**src/hdl/rmte_pkg.sv**
```systemverilog
// Types, constants and the arctangent table of the rotation matrix to Euler angle block.
package rmte_pkg;

  typedef struct packed {
    logic signed [31:0] rot_00;
    logic signed [31:0] rot_01;
    logic signed [31:0] rot_10;
    logic signed [31:0] rot_11;
    logic signed [31:0] rot_20;
    logic signed [31:0] rot_21;
    logic signed [31:0] rot_22;
  } rmte_in_t;

  typedef struct packed {
    logic signed [31:0] angle_x;
    logic signed [31:0] angle_y;
    logic signed [31:0] angle_z;
    logic [1:0]         singular_case;
  } rmte_out_t;

  localparam logic signed [31:0] DEG90  = 32'sd754974720;
  localparam logic signed [31:0] DEG180 = 32'sd1509949440;

  localparam logic [1:0] SING_NONE  = 2'd0;
  localparam logic [1:0] SING_PLUS  = 2'd1;
  localparam logic [1:0] SING_MINUS = 2'd2;

  localparam int SQRT_STAGES = 32;

  function automatic logic [31:0] atan_deg(input int i);
    logic [31:0] v;
    case (i)
      0:  v = 32'd377487360;
      1:  v = 32'd222843801;
      2:  v = 32'd117744544;
      3:  v = 32'd59768969;
      4:  v = 32'd30000467;
      5:  v = 32'd15014858;
      6:  v = 32'd7509261;
      7:  v = 32'd3754861;
      8:  v = 32'd1877459;
      9:  v = 32'd938733;
      10: v = 32'd469367;
      11: v = 32'd234683;
      12: v = 32'd117342;
      13: v = 32'd58671;
      14: v = 32'd29335;
      15: v = 32'd14668;
      16: v = 32'd7334;
      17: v = 32'd3667;
      18: v = 32'd1833;
      19: v = 32'd917;
      20: v = 32'd458;
      21: v = 32'd229;
      22: v = 32'd115;
      23: v = 32'd57;
      24: v = 32'd29;
      25: v = 32'd14;
      26: v = 32'd7;
      27: v = 32'd4;
      28: v = 32'd2;
      29: v = 32'd1;
      default: v = 32'd0;
    endcase
    return v;
  endfunction

endpackage

```
**src/hdl/rmte_isqrt.sv**
```systemverilog
// Pipelined integer square root, one result bit per register stage.
module rmte_isqrt import rmte_pkg::*; (
  input  logic        clk,
  input  logic        en,
  input  logic [63:0] val_in,
  output logic [31:0] root_out
);

  logic [63:0] rem_r  [0:SQRT_STAGES-1];
  logic [31:0] root_r [0:SQRT_STAGES-1];

  for (genvar j = 0; j < SQRT_STAGES; j++) begin : g_stage
    localparam int B = SQRT_STAGES - 1 - j;
    logic [63:0] rem_prev;
    logic [31:0] root_prev;
    logic [63:0] trial;

    if (j == 0) begin : g_first
      assign rem_prev  = val_in;
      assign root_prev = 32'd0;
    end else begin : g_next
      assign rem_prev  = rem_r[j-1];
      assign root_prev = root_r[j-1];
    end

    assign trial = ({32'd0, root_prev} << (B + 1)) + (64'd1 << (2 * B));

    always_ff @(posedge clk) begin
      if (en) begin
        if (rem_prev >= trial) begin
          rem_r[j]  <= rem_prev - trial;
          root_r[j] <= root_prev | (32'd1 << B);
        end else begin
          rem_r[j]  <= rem_prev;
          root_r[j] <= root_prev;
        end
      end
    end
  end

  assign root_out = root_r[SQRT_STAGES-1];

endmodule

```
**config.mk**
```make
export PLATFORM = sky130hd
export DESIGN_NAME = rmte_isqrt
export DESIGN_NICKNAME = d
export VERILOG_FILES = /design/src/hdl/rmte_pkg.sv /design/src/hdl/rmte_isqrt.sv
export SDC_FILE = /design/constraint.sdc
export NUM_CORES = 2
export LEC_CHECK = 0
export ABC_AREA = 0
export BUFFER_PORTS_ARGS = -buffer_cell sky130_fd_sc_hd__buf_2
export CORE_MARGIN = 1.5
export CORE_UTILIZATION = 60
export CTS_CLUSTER_DIAMETER = 150
export CTS_CLUSTER_SIZE = 24
export DETAILED_ROUTE_END_ITERATION = 7
export GPL_TIMING_DRIVEN = 0
export PLACE_DENSITY = 0.79
export SYNTH_ARGS = -nofsm -noshare
export SYNTH_HDL_FRONTEND = slang
export SYNTH_SLANG_ARGS = --single-unit
```
**constraint.sdc**
```tcl
create_clock -name clk -period 9.52 [get_ports clk]
set_input_delay 0.476 -clock clk [delete_from_list [all_inputs] [get_ports clk]]
set_output_delay 0.476 -clock clk [all_outputs]
set_load 0.02 [all_outputs]
```
Word-level counts from Yosys, hierarchy flattened

Memory sizes are Yosys's and may differ from the RTL's.
Index checks and enable logic that the tools add are counted.

Memories: 2
Bits in registers: 0
RAM bits: 3072
Bits of input ports: 66
Output and inout port bits: 32

Bitwise gates (word level): 64
Order comparisons: 32
Muxes and demuxes: 256
$add $sub $neg: 63

Memory list:

| memory | depth | width | read ports | clocked after Yosys merged registers in | write ports | line             | RTL |
|---|---|---|---|---|---|---|---|
| rem_r  | 32    | 64    | 31         | 0                                       | 32          | rmte_isqrt.sv:9  | `logic [63:0] rem_r [0:SQRT_STAGES-1];` |
| root_r | 32    | 32    | 32         | 0                                       | 32          | rmte_isqrt.sv:10 | `logic [31:0] root_r [0:SQRT_STAGES-1];` |

Operator list:

| cell                                                             | count |
|---|---|
| 64-bit two-way mux                                               | 32 |
| 32-bit two-way mux                                               | 32 |
| 1-bit two-way mux                                                | 192 |
| 63-bit by 61-bit adder with 64-bit output, second input constant | 1 |
| 64-bit by 34-bit greater-or-equal comparator with 1-bit output   | 1 |
| 64-bit by 35-bit greater-or-equal comparator with 1-bit output   | 1 |
| 64-bit by 36-bit greater-or-equal comparator with 1-bit output   | 1 |
| 64-bit by 37-bit greater-or-equal comparator with 1-bit output   | 1 |
| 64-bit by 38-bit greater-or-equal comparator with 1-bit output   | 1 |
| 64-bit by 39-bit greater-or-equal comparator with 1-bit output   | 1 |
| 64-bit by 40-bit greater-or-equal comparator with 1-bit output   | 1 |
| 64-bit by 41-bit greater-or-equal comparator with 1-bit output   | 1 |
| 64-bit by 42-bit greater-or-equal comparator with 1-bit output   | 1 |
| 64-bit by 43-bit greater-or-equal comparator with 1-bit output   | 1 |
| 64-bit by 44-bit greater-or-equal comparator with 1-bit output   | 1 |
| 64-bit by 45-bit greater-or-equal comparator with 1-bit output   | 1 |
| 64-bit by 46-bit greater-or-equal comparator with 1-bit output   | 1 |
| 64-bit by 47-bit greater-or-equal comparator with 1-bit output   | 1 |
| 64-bit by 48-bit greater-or-equal comparator with 1-bit output   | 1 |
| 64-bit by 49-bit greater-or-equal comparator with 1-bit output   | 1 |
| 64-bit by 50-bit greater-or-equal comparator with 1-bit output   | 1 |
| 64-bit by 51-bit greater-or-equal comparator with 1-bit output   | 1 |
| 64-bit by 52-bit greater-or-equal comparator with 1-bit output   | 1 |
| 64-bit by 53-bit greater-or-equal comparator with 1-bit output   | 1 |
| 75 further kinds                                                 | 138 |

Depth between registers and ports, before layout

An unclocked memory read counts as a cell.

Depth after elaboration: 7
Mapped depth: 16

Worst setup path before layout

No wires, ideal clock.

Path type: input-to-reg
From: input port en
To: memory rem_r[28][0] (netlist: rem_r[1][768]) (enable)
Required time: 9.035 ns
Setup time: 0.485 ns
Arrival time: 3.857 ns
Stages: 4
Setup slack: 5.178 ns
Cells stage by stage: clkbuf_1 -> clkbuf_1 -> clkbuf_1 -> clkbuf_1

RTL lines:

| what        | line            | RTL |
|---|---|---|
| from (decl) | rmte_isqrt.sv:4 | `input logic en,` |
| to (decl)   | rmte_isqrt.sv:9 |  |

==> metrics.md <==
| Metric | Value |
|---|---|
| H-Tree Depth | 3 |
| Fin crit share | 57.9% |
| Status | complete, but fails checks |
| Setup violations, final | 0 |
| GRT Util Overall | 30.5% |
| Fillers | 14737 |
| Die ar. | 205000 um2 |
| CTS tree | yes |
| Fin util | 64.7% |
| CP Class | flop to flop |
| Clock Latency Late Sink | 0.87 ns |
| Syn Nets | 10394 |
| Fraction of layout instances using a drive strength above 1 | 4.01% |
| Clk slew on worst S/H paths | 0.10 ns |
| Maximum VDD drop | 0.184 mV |
| Largest family of logic cells by synthesized area | simple AND/OR/NAND/NOR gates |
| Gpl congestion | 1.02 |
| Final max-slew violation count | 0 |
| Int Power | 18800 uW |
| # Post-CTS Setup Buffers | 0 |
| Clk root buf | clkbuf_16 |
| IO Count | 98 |
| Final Net Count | 10694 |
| Initial antenna violation count | 16 |
| Routed WL | 316 mm |
| Post-route setup TNS | 0 ns |
| Failing checks | DRC, capacitance limit |
| CP endpoint kind | flop |
| Yosys reg bits | 2512 |
| Final ANT Viol Nets | 0 |
| GRT overflow | 0 |
| CP startpoint | root_r[1][415]$_DFFE_PP_ |
| First drt pass iteration count | 8 |
| First-pass GRT wire length | 470 mm |
| Cells along the critical path | inv_1 -> ha_1 -> clkbuf_1 -> nor2b_1 -> nand4_1 -> or2_2 -> nor4_1 -> a2111oi_0 -> o211a_1 -> buf_2 -> inv_2 -> buf_2 -> nor2_1 -> a21oi_1 |
| Worst rel slew slack | 0.301% |
| Part of the power in registers | 55.1% |
| Switching share of power | 32.2% |
| Final hold violation count | 0 |
| Post-Synthesis Cells | 9770 |
| Mapped Area | 121000 um2 |
| NetSw | 8950 uW |
| Routed met1 length | 131 mm |
| CTS Buffer Depth | 3 |
| Min-Delay Startpoint | val_in[57] |
| Leak | 0.0480 uW |
| Worst Hold Class | input port to flop |
| Vias in the first global route | 76194 |
| EDFF count, synth | 2512 |
| Detailed router's first-iteration violation count | 9939 |
| Syn avg cell area | 12.4 um2 |
| XOR/XNOR Fraction of Synth Area | 6.34% |
| Die X-Extent | 452 um |
| CP Data Required Time | 10.06 ns |
| Met3 WL | 31.2 mm |
| Cell variety after synth | 90 |
| Tightest Pin Transition | 1.50 ns |
| Worst path arrival time | 6.05 ns |
| Fmax | 0.182 GHz |
| Row count | 164 |
| Critical-path maximum fanout | 10 |
| PortBufs | 96 |
| Synth top area cells | edfxtp_1 (62%), ha_1 (5.8%), xor2_1 (3.4%) |
| Final period demand of the worst path | 5.51 ns |
| Routed vias | 80552 |
| Metal2 WL | 142 mm |
| Asr flop ratio synth | 0% |
| Largest net degree at the start of global routing | 80 |
| Worst Clk Skew | 0.0972 ns |
| Mux cell area share after synthesis | 0.472% |
| R2R Path Start | root_r[1][415]$_DFFE_PP_ |
| Multi-input gate area | 42300 um2 |
| Post-Synth Simple-Gate Area | 12.7% |
| RSZ-0062 raised after global routing | false |
| Crit path max-delay cell type | nor4_1 |
| Clock share of power | 19.8% |
| Compound-Gate Fraction of Synth Area | 9.62% |
| Warnings, synthesis | 0 |
| Register area | 75400 um2 |
| Area grow syn2layout | 6.82% |
| Drc violations | 4 |
| Initial core utilization | 60.5% |
| Worst Setup Start Kind | flop |
| Worst path max stage delay | 0.90 ns |
| Max layer used | met5 |
| Clock Sinks | 2512 |
| Vias/cell | 6.32 |
| Final HPWL DP | 242 mm |
| Largest area contributor in the netlist | edfxtp_1 |
| CP dominant cell by count | buf_2 |
| Total CTS buffers | 114 |
| Maxcap violations | 1 |
| Top-count cell post-synth | edfxtp_1 |
| PD cells | 214 nW/um2 |
| Most used DFF post-synth | edfxtp_1 |
| Die height | 452 um |
| Synth top cells by count | edfxtp_1 (2512), nand2_1 (712), inv_1 (699) |
| Gate power share | 25.1% |
| Yosys top cell area share | 62.2% |
| WL per Instance | 24.8 um |
| Adder-Cell Fraction of Synth Area | 5.76% |
| CORE AREA | 200000 um2 |
| Register area share after synthesis | 62.2% |
metal layers:
layer  up-vias  track usage [%]
li1      36965                -
met1     39353             42.8
met2      3675             47.4
met3       555             6.43
met4         4             10.7
met5         -                0
power groups by stage:
stage          sequential (uW)  clock (uW)  combinational [uW]
4_1_cts                  15200        5530                6790
3_3_place_gp             15500           0                6570
5_1_grt                  15400        5900                7580
3_5_place_dp             15400           0                6710
6_report                 15300        5490                6950
2_1_floorplan            14800           0                4930
placed cells by master, fill, tap and decap left out, drive strengths merged, types with 21 or more instances in the layout:
master	instances
o21ai	529
nand4	146
nand3	163
mux2	41
xor2	474
and3	61
clkbuf	319
nand2	713
or3	122
nand4b	37
edfxtp	2512
ha	558
o21bai	48
nor3	277
a31oi	47
nand3b	21
nor4b	61
nor2b	79
a21boi	35
inv	701
nor2	581
or4	100
a211oi	32
a21oi	537
a21o	224
nor4	373
or2	35
and2	28
nand2b	113
dlygate4sd3	64
buf	144
o31ai	53
o211ai	33
o21a	135
xnor2	404
cell type report:
| class | instances | area share (%) |
|---|---|---|
| flip-flops and latches | 2512 | 58.3 |
| multi-input cells | 6327 | 32.7 |
| well taps | 2656 | 2.57 |
| clock buffers | 114 | 2.20 |
| inverters | 702 | 2.04 |
| repair buffers | 184 | 1.33 |
| plain buffers | 229 | 0.771 |
| clock inverters | 9 | 0.161 |
| diodes | 8 | 0.0155 |
critical path: cells and delay by family (launching register included):
kind	cells	cell delay (ns)
simple gates	5	2.20
flops	1	0.51
buf+inv	5	1.30
compound gates	3	0.89
fa+ha+maj	1	0.27
final timing paths:
| path | endpoint | slack, ns | depth (start not counted) |
|---|---|---|---|
| worst min register to register | rem_r[0][853]$_DFFE_PP_ | 0.42 | 0 |
| worst min-delay path | rem_r[0][57]$_DFFE_PP_ | 0.31 | 2 |
| worst max register to register | rem_r[1][861]$_DFFE_PP_ | 4.01 | 14 |
| worst max-delay path | rem_r[1][861]$_DFFE_PP_ | 4.01 | 14 |
sequential cells by signal, summed over array words and instances (netlist names):
| signal | cells |
|---|---|
| rem_r | 1984 |
| root_r | 528 |
per-stage QoR:
| step | instance area [um2] | cells | total power [uW] | worst slack, ns | hold WS, ns |
|---|---|---|---|---|---|
| after global placement | 125000 | 12522 | 22000 | 0.0131 | 0.421 |
| after CTS | 129000 | 12731 | 27500 | 4.22 | 0.256 |
| after floorplan | 121000 | 9770 | 19800 | 5.18 | 0.417 |
| after global routing | 129000 | 12734 | 28900 | 3.95 | 0.281 |
| after detailed placement | 126000 | 12544 | 22100 | 3.40 | 0.429 |
| final | 129000 | 12741 | 27700 | 4.01 | 0.306 |
cell families after synthesis:
family	count (synthesis)
simple gates	2969
flops	2512
compound gates	1870
buf+inv	931
xor+xnor	878
fa+ha+maj	558
mux	52
what timing repair did:
action                                 4_1_cts  5_1_grt
endpoints found under the hold margin       64        0
resized for setup                            0        0
hold buffers                                64        0
Power figures use the tool's default switching activity.
